==> src/hw/rtl/rle4d_pkg.sv <==
`default_nettype none
package rle4d_pkg;

  localparam int POS_W      = 20;
  localparam int CNT_W      = $clog2(POS_W);
  localparam int CFG_IDX_W  = 1;
  localparam int CFG_DATA_W = 11;
  localparam int PROD_W     = 8 + CFG_DATA_W;

  localparam logic [POS_W-1:0]      POS_MAX     = 20'hFFFFF;
  localparam logic [CFG_DATA_W-1:0] MAX_WIDTH   = 11'd1024;
  localparam logic [CFG_DATA_W-1:0] MAX_HEIGHT  = 11'd1024;
  localparam logic [CFG_DATA_W-1:0] WIDTH_RST   = 11'd320;
  localparam logic [CFG_DATA_W-1:0] HEIGHT_RST  = 11'd240;
  localparam logic [CNT_W-1:0]      MOD_LAST    = CNT_W'(POS_W - 1);
  localparam logic [7:0]            HI_MASK     = 8'hF0;
  localparam logic [7:0]            LO_MASK     = 8'h0F;

  // configuration register indexes
  localparam logic [CFG_IDX_W-1:0] CFG_IMAGE_WIDTH  = 1'd0;
  localparam logic [CFG_IDX_W-1:0] CFG_IMAGE_HEIGHT = 1'd1;

  // escape codes following a zero command byte
  localparam logic [7:0] ESC_EOL   = 8'd0;
  localparam logic [7:0] ESC_EOB   = 8'd1;
  localparam logic [7:0] ESC_DELTA = 8'd2;

  typedef enum logic [2:0] {
    PH_CMD    = 3'd0,
    PH_RUNVAL = 3'd1,
    PH_ESC    = 3'd2,
    PH_DX     = 3'd3,
    PH_DY     = 3'd4,
    PH_ABS    = 3'd5,
    PH_PAD    = 3'd6
  } phase_t;

  typedef enum logic [2:0] {
    ST_IDLE  = 3'd0,
    ST_EXEC  = 3'd1,
    ST_MUL   = 3'd2,
    ST_DYADD = 3'd3,
    ST_MOD   = 3'd4,
    ST_EOL   = 3'd5
  } ctrl_state_t;

  typedef struct packed {
    logic [7:0] data_byte;
    logic       frame_start;
  } in_item_t;

  typedef struct packed {
    logic [POS_W-1:0] pixel_offset;
    logic [7:0]       run_length;
    logic [3:0]       first_index;
    logic [3:0]       second_index;
    logic             end_of_bitmap;
    logic             overflow_error;
  } out_item_t;

  typedef struct packed {
    logic latch;
    logic exec;
    logic mul;
    logic dy_add;
    logic mod_step;
    logic eol_add;
  } dp_cmd_t;

  typedef struct packed {
    logic emit;
    logic eol;
    logic dy;
    logic mod_last;
    logic out_full;
  } dp_status_t;

endpackage
`default_nettype wire

==> src/hw/rtl/rle4d_ctrl.sv <==
`default_nettype none
module rle4d_ctrl (
  input  logic                   clk,
  input  logic                   rst_n,
  input  logic                   in_valid,
  output logic                   in_ready,
  input  rle4d_pkg::dp_status_t  st,
  output rle4d_pkg::dp_cmd_t     cmd
);

  rle4d_pkg::ctrl_state_t state_r, state_nxt;

  always_ff @(posedge clk) begin
    if (!rst_n) begin
      state_r <= rle4d_pkg::ST_IDLE;
    end else begin
      state_r <= state_nxt;
    end
  end

  always_comb begin
    state_nxt = state_r;
    case (state_r)
      rle4d_pkg::ST_IDLE: begin
        if (in_valid) state_nxt = rle4d_pkg::ST_EXEC;
      end
      rle4d_pkg::ST_EXEC: begin
        // hold while the result register is still occupied
        if (!(st.emit && st.out_full)) begin
          if (st.eol) state_nxt = rle4d_pkg::ST_MOD;
          else if (st.dy) state_nxt = rle4d_pkg::ST_MUL;
          else state_nxt = rle4d_pkg::ST_IDLE;
        end
      end
      rle4d_pkg::ST_MUL: begin
        state_nxt = rle4d_pkg::ST_DYADD;
      end
      rle4d_pkg::ST_DYADD: begin
        state_nxt = rle4d_pkg::ST_IDLE;
      end
      rle4d_pkg::ST_MOD: begin
        if (st.mod_last) state_nxt = rle4d_pkg::ST_EOL;
      end
      rle4d_pkg::ST_EOL: begin
        state_nxt = rle4d_pkg::ST_IDLE;
      end
      default: begin
        state_nxt = rle4d_pkg::ST_IDLE;
      end
    endcase
  end

  always_comb begin
    in_ready     = 1'b0;
    cmd          = '0;
    case (state_r)
      rle4d_pkg::ST_IDLE: begin
        in_ready  = 1'b1;
        cmd.latch = in_valid;
      end
      rle4d_pkg::ST_EXEC: begin
        cmd.exec = !(st.emit && st.out_full);
      end
      rle4d_pkg::ST_MUL: begin
        cmd.mul = 1'b1;
      end
      rle4d_pkg::ST_DYADD: begin
        cmd.dy_add = 1'b1;
      end
      rle4d_pkg::ST_MOD: begin
        cmd.mod_step = 1'b1;
      end
      rle4d_pkg::ST_EOL: begin
        cmd.eol_add = 1'b1;
      end
      default: begin
        in_ready = 1'b0;
      end
    endcase
  end

endmodule
`default_nettype wire

==> src/hw/rtl/rle4d_dpath.sv <==
`default_nettype none
module rle4d_dpath (
  input  logic                                  clk,
  input  logic                                  rst_n,
  input  logic                                  cfg_we,
  input  logic [rle4d_pkg::CFG_IDX_W-1:0]       cfg_index,
  input  logic [rle4d_pkg::CFG_DATA_W-1:0]      cfg_data,
  input  rle4d_pkg::in_item_t                   in_data,
  output logic                                  out_valid,
  input  logic                                  out_ready,
  output rle4d_pkg::out_item_t                  out_data,
  input  rle4d_pkg::dp_cmd_t                    cmd,
  output rle4d_pkg::dp_status_t                 st
);

  localparam int PW = rle4d_pkg::POS_W;
  localparam int DW = rle4d_pkg::CFG_DATA_W;

  // configuration
  logic [DW-1:0] width_r, height_r;
  logic [DW-1:0] ew, eh;

  // parse state
  rle4d_pkg::phase_t phase_r, phase_nxt;
  logic [7:0]    pend_r, pend_nxt;
  logic [7:0]    abs_r, abs_nxt;
  logic          pad_r, pad_nxt;
  logic [7:0]    dcol_r, dcol_nxt;
  logic          fin_r, fin_nxt;
  logic [PW-1:0] pos_r, pos_nxt;

  // item payload and arithmetic
  logic [7:0]                   byte_r;
  logic [PW-1:0]                lim_r;
  logic [rle4d_pkg::PROD_W-1:0] prod_r;
  logic [2*DW-1:0]              prod;
  logic [DW-1:0]                mul_b;
  logic [PW-1:0]                lim_nxt;

  // remainder unit
  logic [PW-1:0]                div_r;
  logic [DW-1:0]                rem_r, rem_nxt;
  logic [DW:0]                  rem_shift;
  logic [rle4d_pkg::CNT_W-1:0]  cnt_r;

  logic                  out_valid_r;
  rle4d_pkg::out_item_t  out_r, item;

  logic [3:0]    hi, lo, run_hi, run_lo;
  logic [7:0]    run_len;
  logic          emit, is_eob, eol, dy;
  logic [8:0]    abs_sum;
  logic [PW:0]   run_end, dy_tgt, eol_tgt, pos_tgt;
  logic          run_over;

  always_comb begin
    if (width_r == '0) ew = DW'(1);
    else if (width_r > rle4d_pkg::MAX_WIDTH) ew = rle4d_pkg::MAX_WIDTH;
    else ew = width_r;
    if (height_r == '0) eh = DW'(1);
    else if (height_r > rle4d_pkg::MAX_HEIGHT) eh = rle4d_pkg::MAX_HEIGHT;
    else eh = height_r;
  end

  // one shared multiplier: limit at accept, row step for a delta
  assign mul_b   = cmd.mul ? DW'(byte_r) : eh;
  assign prod    = (2*DW)'(ew) * (2*DW)'(mul_b);
  assign lim_nxt = (prod > (2*DW)'(rle4d_pkg::POS_MAX)) ? rle4d_pkg::POS_MAX : prod[PW-1:0];

  assign hi      = 4'((byte_r & rle4d_pkg::HI_MASK) >> 4);
  assign lo      = 4'(byte_r & rle4d_pkg::LO_MASK);
  assign abs_sum = {1'b0, byte_r} + 9'd1;

  always_comb begin
    phase_nxt = phase_r;
    pend_nxt  = pend_r;
    abs_nxt   = abs_r;
    pad_nxt   = pad_r;
    dcol_nxt  = dcol_r;
    fin_nxt   = fin_r;
    emit      = 1'b0;
    is_eob    = 1'b0;
    eol       = 1'b0;
    dy        = 1'b0;
    run_len   = 8'd0;
    run_hi    = hi;
    run_lo    = lo;
    if (!fin_r) begin
      case (phase_r)
        rle4d_pkg::PH_RUNVAL: begin
          emit      = 1'b1;
          run_len   = pend_r;
          phase_nxt = rle4d_pkg::PH_CMD;
        end
        rle4d_pkg::PH_ESC: begin
          phase_nxt = rle4d_pkg::PH_CMD;
          case (byte_r)
            rle4d_pkg::ESC_EOL: begin
              eol = 1'b1;
            end
            rle4d_pkg::ESC_EOB: begin
              emit    = 1'b1;
              is_eob  = 1'b1;
              fin_nxt = 1'b1;
              run_hi  = 4'd0;
              run_lo  = 4'd0;
            end
            rle4d_pkg::ESC_DELTA: begin
              phase_nxt = rle4d_pkg::PH_DX;
            end
            default: begin
              // absolute data: pad when the byte count ceil(n/2) is odd
              abs_nxt   = byte_r;
              pad_nxt   = abs_sum[1];
              phase_nxt = rle4d_pkg::PH_ABS;
            end
          endcase
        end
        rle4d_pkg::PH_DX: begin
          dcol_nxt  = byte_r;
          phase_nxt = rle4d_pkg::PH_DY;
        end
        rle4d_pkg::PH_DY: begin
          dy        = 1'b1;
          phase_nxt = rle4d_pkg::PH_CMD;
        end
        rle4d_pkg::PH_ABS: begin
          emit = 1'b1;
          if (abs_r >= 8'd2) begin
            run_len = 8'd2;
          end else begin
            run_len = abs_r;
            run_lo  = 4'd0;
          end
          abs_nxt = abs_r - run_len;
          if (abs_nxt == 8'd0) begin
            phase_nxt = pad_r ? rle4d_pkg::PH_PAD : rle4d_pkg::PH_CMD;
          end
        end
        rle4d_pkg::PH_PAD: begin
          phase_nxt = rle4d_pkg::PH_CMD;
        end
        default: begin
          if (byte_r == 8'd0) begin
            phase_nxt = rle4d_pkg::PH_ESC;
          end else begin
            pend_nxt  = byte_r;
            phase_nxt = rle4d_pkg::PH_RUNVAL;
          end
        end
      endcase
    end
  end

  assign run_end  = {1'b0, pos_r} + (PW+1)'(run_len);
  assign run_over = run_end > {1'b0, lim_r};
  assign dy_tgt   = {1'b0, pos_r} + (PW+1)'(dcol_r) + (PW+1)'(prod_r);
  assign eol_tgt  = {1'b0, pos_r} + (PW+1)'(ew - rem_r);

  always_comb begin
    item.pixel_offset   = pos_r;
    item.run_length     = run_len;
    item.first_index    = run_hi;
    item.second_index   = run_lo;
    item.end_of_bitmap  = is_eob;
    item.overflow_error = is_eob ? 1'b0 : run_over;
  end

  // every move of the position stops at the pixel limit
  always_comb begin
    if (cmd.dy_add) pos_tgt = dy_tgt;
    else if (cmd.eol_add) pos_tgt = eol_tgt;
    else pos_tgt = run_end;
    pos_nxt = (pos_tgt > {1'b0, lim_r}) ? lim_r : pos_tgt[PW-1:0];
  end

  // restoring remainder, one dividend bit a cycle
  assign rem_shift = {rem_r, div_r[PW-1]};
  always_comb begin
    if (rem_shift >= {1'b0, ew}) rem_nxt = DW'(rem_shift - {1'b0, ew});
    else rem_nxt = rem_shift[DW-1:0];
  end

  always_ff @(posedge clk) begin
    if (!rst_n) begin
      width_r  <= rle4d_pkg::WIDTH_RST;
      height_r <= rle4d_pkg::HEIGHT_RST;
    end else if (cfg_we) begin
      case (cfg_index)
        rle4d_pkg::CFG_IMAGE_WIDTH:  width_r  <= cfg_data;
        rle4d_pkg::CFG_IMAGE_HEIGHT: height_r <= cfg_data;
        default: begin
          width_r <= width_r;
        end
      endcase
    end
  end

  always_ff @(posedge clk) begin
    if (!rst_n) begin
      phase_r <= rle4d_pkg::PH_CMD;
      pend_r  <= 8'd0;
      abs_r   <= 8'd0;
      pad_r   <= 1'b0;
      dcol_r  <= 8'd0;
      fin_r   <= 1'b0;
      pos_r   <= '0;
    end else if (cmd.latch) begin
      if (in_data.frame_start) begin
        phase_r <= rle4d_pkg::PH_CMD;
        pend_r  <= 8'd0;
        abs_r   <= 8'd0;
        pad_r   <= 1'b0;
        dcol_r  <= 8'd0;
        fin_r   <= 1'b0;
        pos_r   <= '0;
      end
    end else if (cmd.exec) begin
      phase_r <= phase_nxt;
      pend_r  <= pend_nxt;
      abs_r   <= abs_nxt;
      pad_r   <= pad_nxt;
      dcol_r  <= dcol_nxt;
      fin_r   <= fin_nxt;
      if (emit && !is_eob) pos_r <= pos_nxt;
    end else if (cmd.dy_add) begin
      pos_r <= pos_nxt;
    end else if (cmd.eol_add) begin
      if (rem_r != '0) pos_r <= pos_nxt;
    end
  end

  always_ff @(posedge clk) begin
    if (cmd.latch) begin
      byte_r <= in_data.data_byte;
      lim_r  <= lim_nxt;
    end
    if (cmd.mul) prod_r <= prod[rle4d_pkg::PROD_W-1:0];
    if (cmd.exec) begin
      div_r <= pos_r;
      rem_r <= '0;
      cnt_r <= '0;
    end else if (cmd.mod_step) begin
      div_r <= div_r << 1;
      rem_r <= rem_nxt;
      cnt_r <= cnt_r + 1'b1;
    end
  end

  always_ff @(posedge clk) begin
    if (!rst_n) begin
      out_valid_r <= 1'b0;
    end else if (cmd.exec && emit) begin
      out_valid_r <= 1'b1;
    end else if (out_ready) begin
      out_valid_r <= 1'b0;
    end
  end

  always_ff @(posedge clk) begin
    if (cmd.exec && emit) out_r <= item;
  end

  assign out_valid   = out_valid_r;
  assign out_data    = out_r;

  assign st.emit     = emit;
  assign st.eol      = eol;
  assign st.dy       = dy;
  assign st.mod_last = (cnt_r == rle4d_pkg::MOD_LAST);
  assign st.out_full = out_valid_r && !out_ready;

endmodule
`default_nettype wire

==> src/hw/rtl/bmp_rle4_decoder.sv <==
// 4-bit BMP RLE decoder: one compressed byte per input transfer, at most one
// pixel-run item per byte on the output channel.
// Input channel in_valid/in_ready/in_data carries data_byte and frame_start;
// frame_start clears the parse state and position before the byte is parsed.
// Output channel out_valid/out_ready/out_data carries pixel_offset,
// run_length, two alternating palette indices and the end-of-bitmap and
// overflow flags. cfg_we/cfg_index/cfg_data write image_width (0) and
// image_height (1); write them only while no byte is in flight.
// Timing: a byte passes through accept and execute; a result shows up in the
// cycle after execute. A delta row byte adds a multiply and a row-add step
// (the row step goes through the shared 11-bit multiplier); an end-of-line
// escape adds the 20-step remainder unit and an end-of-line step.
// The result sits in an output register: a new byte is taken while it waits,
// but a byte that makes another result holds in execute until it is taken.
// Reset (rst_n low, synchronous) restores width 320 and height 240, clears
// the position and parse state and empties the output register.
`default_nettype none
module bmp_rle4_decoder (
  input  logic                               clk,
  input  logic                               rst_n,
  input  logic                               in_valid,
  output logic                               in_ready,
  input  rle4d_pkg::in_item_t                in_data,
  output logic                               out_valid,
  input  logic                               out_ready,
  output rle4d_pkg::out_item_t               out_data,
  input  logic                               cfg_we,
  input  logic [rle4d_pkg::CFG_IDX_W-1:0]    cfg_index,
  input  logic [rle4d_pkg::CFG_DATA_W-1:0]   cfg_data
);

  rle4d_pkg::dp_cmd_t    cmd;
  rle4d_pkg::dp_status_t st;

  rle4d_ctrl u_ctrl (
    .clk      (clk),
    .rst_n    (rst_n),
    .in_valid (in_valid),
    .in_ready (in_ready),
    .st       (st),
    .cmd      (cmd)
  );

  rle4d_dpath u_dpath (
    .clk       (clk),
    .rst_n     (rst_n),
    .cfg_we    (cfg_we),
    .cfg_index (cfg_index),
    .cfg_data  (cfg_data),
    .in_data   (in_data),
    .out_valid (out_valid),
    .out_ready (out_ready),
    .out_data  (out_data),
    .cmd       (cmd),
    .st        (st)
  );

endmodule
`default_nettype wire

==> config.mk <==
export PLATFORM = sky130hd
export DESIGN_NAME = bmp_rle4_decoder
export DESIGN_NICKNAME = d
export VERILOG_FILES = /design/src/hw/rtl/rle4d_pkg.sv /design/src/hw/rtl/rle4d_ctrl.sv /design/src/hw/rtl/rle4d_dpath.sv /design/src/hw/rtl/bmp_rle4_decoder.sv
export SDC_FILE = /design/constraint.sdc
export NUM_CORES = 1
export LEC_CHECK = 0
export BUFFER_PORTS_ARGS = -buffer_cell sky130_fd_sc_hd__buf_4
export CAP_MARGIN = 10
export CORE_UTILIZATION = 57
export DETAILED_ROUTE_END_ITERATION = 10
export MAX_ROUTING_LAYER = met4
export PLACE_DENSITY = 0.74
export SLEW_MARGIN = 20
export SYNTH_ARGS = -nofsm -noshare
export SYNTH_HDL_FRONTEND = slang
export SYNTH_HIERARCHICAL = 1
export SYNTH_SLANG_ARGS = --single-unit
==> constraint.sdc <==
create_clock -name clk -period 9.2 [get_ports clk]
set_input_delay 0 -clock clk [delete_from_list [all_inputs] [get_ports clk]]
set_output_delay 0 -clock clk [all_outputs]
set_load 0.02 [all_outputs]
== After elaboration in Yosys (flattened, before gate mapping) ==
Index checks and enable logic that the tools add are counted.
Word-level totals
  register bits: 196
  bits of input ports: 26
  output and inout bits: 40
Operators by class
  add/sub/neg operators: 9
  multipliers: 1
  magnitude comparators: 7
  equal/unequal tests: 25
  mux-type cells: 88
  bitwise logic cells: 1
  reductions and logical operators: 36
Operators with widths (count)
  $mux 20: 10
  $mux 8: 18
  $mux 11: 6
  $add 20x8->21: 2
  $gt 21x20->1: 2
  $mux 21: 2
  $pmux 8 s2: 2
  $mux 3: 10
  $mux 1: 27
  $mux 4: 6
  $pmux 3 s4: 2
  $gt 11x11->1 const B: 2
  $gt 22x20->1 const B: 1
  $logic_not 11->1: 2
  $mul 11x11->22: 1
  $add 20x21->21: 1
  $add 21x19->21: 1
  $logic_not 8->1: 2
  $eq 3x3->1 const B: 5
  $reduce_and 5->1: 3
  $eq 3x2->1 const B: 4
  $ge 12x11->1: 1
  $ne 2x2->1 const B: 6
  $reduce_and 4->1: 3
  other kinds (30): 48

== Longest topological paths before layout ==
  depth after elaboration: 16
  gate-level depth with buffers: 36
  depth with buffers taken out: 33

== By module ==
Netlist, hierarchy kept.
Modules (own cells, without submodules)
  rle4d_dpath: instances 1, cells each 1823, area each 16653.5 um^2, sequential area each 4914.7 um^2
  rle4d_ctrl: instances 1, cells each 26, area each 232.7 um^2, sequential area each 60.1 um^2

== Least setup slack after synthesis ==
No wires, ideal clock.
  kind: register to register
  from: reg u_ctrl.state_r[1]
  to: reg u_dpath.lim_r[0] (data pin)
  library setup time: 270 ps
  data arrival time: 6665 ps
  data required time: 8930 ps
  setup slack: 2265 ps
  stages on the path, launching flop included: 27
  period minus slack after synthesis: 6935 ps
  path through: dfxtp_1 > buf_4 > and2b_2 > and2b_1 > clkbuf_1 > clkbuf_1 > nand2_1 > o21ai_0 > clkbuf_1 > nand2_1 > fa_1 > inv_1 > fa_1 > fa_1 > fa_1 > fa_1 > ha_1 > a21o_1 > a21o_1 > a21o_1 > nor4_1 > a21oi_1 > nor4b_1 > mux2i_1 > o22ai_1 > buf_2 > o21ai_0
RTL lines
  start: declaration: RTL line rle4d_ctrl.sv:11  | rle4d_pkg::ctrl_state_t state_r, state_nxt;
  start signal: assignment: RTL line rle4d_ctrl.sv:15  | state_r <= rle4d_pkg::ST_IDLE;
  start signal: assignment: RTL line rle4d_ctrl.sv:17  | state_r <= state_nxt;
  end signal: assignment: RTL line rle4d_dpath.sv:236  | lim_r <= lim_nxt;
  end: declaration: RTL line rle4d_dpath.sv:34  | logic [PW-1:0] lim_r;

== Worst setup path after layout ==
  from: reg u_dpath.width_r[10]
  to: reg u_dpath.pos_r[0]
Between the ends
  word-level cells in the longest chain between the ends: 14
  elaborated cells between the ends (all ways): 16
  those cells by class: add/sub: 2; order compare: 2; mux: 11; reduce/logical: 1
RTL lines
  start: declaration: RTL line rle4d_dpath.sv:20  | logic [DW-1:0] width_r, height_r;
  start signal: assignment: RTL line rle4d_dpath.sv:186  | width_r <= rle4d_pkg::WIDTH_RST;
  start signal: assignment: RTL line rle4d_dpath.sv:190  | rle4d_pkg::CFG_IMAGE_WIDTH: width_r <= cfg_data;
  start signal: assignment: RTL line rle4d_dpath.sv:193  | width_r <= width_r;
  $gt 11x11->1: RTL line rle4d_dpath.sv:58  | else if (width_r > rle4d_pkg::MAX_WIDTH) ew = rle4d_pkg::MAX_WIDTH;
  $mux 11: RTL line rle4d_dpath.sv:58
  $mux 11 (*): RTL line rle4d_dpath.sv:57  | if (width_r == '0) ew = DW'(1);
  $sub 11x11->12 (*): RTL line rle4d_dpath.sv:158  | assign eol_tgt = {1'b0, pos_r} + (PW+1)'(ew - rem_r);
  $add 20x21->21 (*): RTL line rle4d_dpath.sv:158
  $mux 21 (*): RTL line rle4d_dpath.sv:172  | else if (cmd.eol_add) pos_tgt = eol_tgt;
  $mux 21 (*): RTL line rle4d_dpath.sv:171  | if (cmd.dy_add) pos_tgt = dy_tgt;
  $gt 21x20->1: RTL line rle4d_dpath.sv:174  | pos_nxt = (pos_tgt > {1'b0, lim_r}) ? lim_r : pos_tgt[PW-1:0];
  $mux 20 (*): RTL line rle4d_dpath.sv:174
  $mux 20: RTL line rle4d_dpath.sv:229  | if (rem_r != '0) pos_r <= pos_nxt;
  $mux 20: RTL line rle4d_dpath.sv:228  | end else if (cmd.eol_add) begin
  $mux 20: RTL line rle4d_dpath.sv:226  | end else if (cmd.dy_add) begin
  $mux 20 (*): RTL line rle4d_dpath.sv:218  | end else if (cmd.exec) begin
  $mux 20 (*): RTL line rle4d_dpath.sv:208  | end else if (cmd.latch) begin
  end signal: assignment: RTL line rle4d_dpath.sv:225  | if (emit && !is_eob) pos_r <= pos_nxt;
  end signal: assignment: RTL line rle4d_dpath.sv:227  | pos_r <= pos_nxt;
  end signal: assignment: RTL line rle4d_dpath.sv:229
  end: declaration: RTL line rle4d_dpath.sv:30  | logic [PW-1:0] pos_r, pos_nxt;
Mark *: on every way between the ends. The rest lies on a longest branch, timed or not. The select of a mux whose other input is x is not followed.
A chain may end at the register's enable or synchronous reset.

==> metrics.txt <==
Synth-to-Final Area Change 10.2%; Largest stage delay, worst path 650 ps; asr flop ratio synth 0; CTS root buffer clkbuf_16; sequential share of power 0.421; share of post-route cells with drive strength above 1 0.0917; unrepaired setup endpoints after global routing no; switching part of the total power 0.316; GR Util met2 0.481; post-layout min period 7860 ps; core region area 0.0289 mm²; HPWL Detailed 34000 µm; Final setup viols 0; Most Frequent Cell on Critical Path a21oi_1; VDD IR max 0.136 mV; Max Fclk 127 MHz; YS warnings 6; outcome completed; WL/cell 18.6 µm; Critical R2R Capture u_dpath/pos_r[0]$_SDFFE_PN0P_; Setup Fix Bufs, Post-CTS 0; Die X-Extent 174 µm; area fraction of the dominant cell type after synthesis 0.187; Layout Skew 10.5 ps; IO Port Bufs 65; register area share after synthesis 0.295; power density over the cells 129 mW/mm²; Worst setup EP type flop; max-cap viol count 0; Hold Fails Final Rpt 0; DR vias 13600; 1st-pass router iterations 6; vias in the first global route 13300; Startpoint Class flop; most instantiated library cell after synthesis nand2_1; first-pass GRT wire length 69400 µm; met3 track demand over resource 0.0416; DRT antenna net count 0; Setup TNS 0 ps; TritonCTS buffer count 17; io pins 66; row count 62; syn nets 2154; Clock Pin Slew Worst Setup and Hold Paths 80 ps; Slew Limit Fails 0; Clk Latency, worst-skew pair 450 ps; total power 2.40 mW; Post-synth top cells nand2_1 (193), ha_1 (186), nor2_1 (174), inv_1 (160), a21oi_1 (111); Crit path required time 9540 ps; Avg Cell Area, Syn 9.13 µm²; Max-slew headroom 0.273; Critical Path AT 8200 ps; final net count 2212; Post-Layout Cell Count 2304; total clock sinks 196; initial drt markers 951; largest net degree at the start of global routing 47; Die Area 0.0303 mm²; Main synth FF type edfxtp_1; post-cts resize count 0; Via density 5.90; CTS max path bufs 2; gpl congestion 0.996; met1 Resource Use GR 0.389; P_leak 8.37 nW; GRT overflow 0; Synth Cell Area 0.0169 mm²; type of the worst setup path reg2reg; Net Switching 0.758 mW; reg-to-reg slack, setup 1340 ps; antenna diode count 0; internal power 1.64 mW; placed cells 2240; synth top area cells edfxtp_1 (19%), ha_1 (14%), fa_1 (11%); min-delay worst type in2reg; Post-route DRC 0; fillers 2394; TritonCTS clock tree yes; CP max stage cell dfxtp_1; Detailed Route WL 43000 µm; EDFF count, synth 105; GRT Max-Usage Layer met2; initial antenna violation count 0; crit path to u_dpath/pos_r[0]$_SDFFE_PN0P_; CP Max Fanout 30; flop and latch count out of synthesis 196; gr usage total 0.302; Netlist cell types 90; Comb power frac 0.261; power share of the clock group 0.318; Die Ht 174 µm; H-tree level count 4; Gate Count Post-Synth 1849; Register-to-Register Path Depth 31; Worst R2R Start u_dpath/width_r[10]$_SDFFE_PN0P_; Tcrit/Tclk final 0.854; Slew @ Worst Pin 1090 ps; initial core utilization 0.584; Critical path origin u_dpath/width_r[10]$_SDFFE_PN0P_; area leader, netlist edfxtp_1
## worst min-delay path by stage
stage / start / end / slack [ps] / cells past startpoint
3_3_place_gp: in_data[5] / u_dpath/byte_r[4]$_DFFE_PP_ / 180 / 1
5_1_grt: cfg_we / u_dpath/height_r[0]$_SDFFE_PN0P_ / 110 / 4
6_report: cfg_we / u_dpath/height_r[9]$_SDFFE_PN0P_ / 70 / 4
4_1_cts: cfg_we / u_dpath/height_r[9]$_SDFFE_PN0P_ / 60 / 4
2_1_floorplan: in_data[1] / u_dpath/byte_r[0]$_DFFE_PP_ / 100 / 0
3_5_place_dp: in_data[5] / u_dpath/byte_r[4]$_DFFE_PP_ / 180 / 1
## cells by family after synthesis
kind of cell               Yosys count  synth area share
and+or+nand+nor                    631             0.180
AOI/OAI and AO/OA                  367             0.146
adders and majority gates          279             0.248
buffers and inverters              239            0.0555
DFF                                196             0.295
xor gates and xnor gates            86            0.0446
muxes                               50            0.0311
other                                1          0.000222
## layer usage
| layer | part of all wire | up-vias |
|---|---|---|
| li1 | - | 6539 |
| met1 | 0.45 | 6571 |
| met2 | 0.46 | 410 |
| met3 | 0.057 | 78 |
| met4 | 0.032 | 0 |
| met5 | 0 | - |
## power by group through the flow
stage,logic (mW),registers [mW],clock network (mW)
floorplan,0.457,1.02,0
global placement,0.591,1.03,0
detailed placement,0.607,1.03,0
CTS,0.624,1.01,0.773
global route,0.705,1.01,0.806
finish,0.624,1.01,0.763
## critical path, delay by kind of cell, from the launching register on
| family | cells | cell delay [ps] |
|---|---|---|
| xor gates and xnor gates | 2 | 330 |
| and+or+nand+nor | 5 | 990 |
| DFF | 1 | 650 |
| adders and majority gates | 4 | 1220 |
| AOI/OAI and AO/OA | 16 | 3490 |
| buffers and inverters | 4 | 1040 |
## stage by stage
step                hold slack, ps  cell area, µm²  utilization  setup WS [ps]
floorplan                     98.9           16900            -           2260
global placement               179           17700        0.611           1800
detailed placement             179           17700        0.611           1480
CTS                           55.1           18600        0.643           1410
global route                   113           18600        0.643            718
finish                        71.0           18600        0.643           1340
## state kept, by name, indices dropped and copies added, names as in the netlist, 11 cells and up
name	flops
u_dpath/out_data	38
u_dpath/prod_r	19
u_dpath/height_r	11
u_dpath/div_r	20
u_dpath/rem_r	11
u_dpath/pos_r	20
u_dpath/width_r	11
u_dpath/lim_r	20
## cells in the final DEF, fill, tap and decap left out, types with 27 or more instances in the layout
| cell | instances |
|---|---|
| nand2b_1 | 50 |
| nor2_1 | 174 |
| mux2i_1 | 30 |
| a21oi_1 | 111 |
| xor2_1 | 33 |
| nor3_1 | 27 |
| inv_1 | 160 |
| ha_1 | 186 |
| nand3_1 | 41 |
| nand2_1 | 193 |
| o21ai_0 | 58 |
| fa_1 | 93 |
| dlygate4sd3_1 | 32 |
| xnor2_1 | 53 |
| buf_4 | 85 |
| edfxtp_1 | 105 |
| a21o_1 | 32 |
| nor2b_1 | 33 |
| dfxtp_1 | 91 |
## area by class of cell
type,instances,area [µm²],share of cell area
timing repair buffer,117,958,0.0515
tap,384,480,0.0258
multi-input combinational,1414,11000,0.590
clock inverter,14,154,0.00827
clock buffer,18,450,0.0242
sequential,196,4970,0.267
inverter,161,604,0.0325
## timing repair
action	in CTS	in global routing
hold buffers	32	0
endpoints found under the setup margin	0	0
endpoints found under the hold margin	35	0
Note: power is estimated with default switching activity, not from simulation.
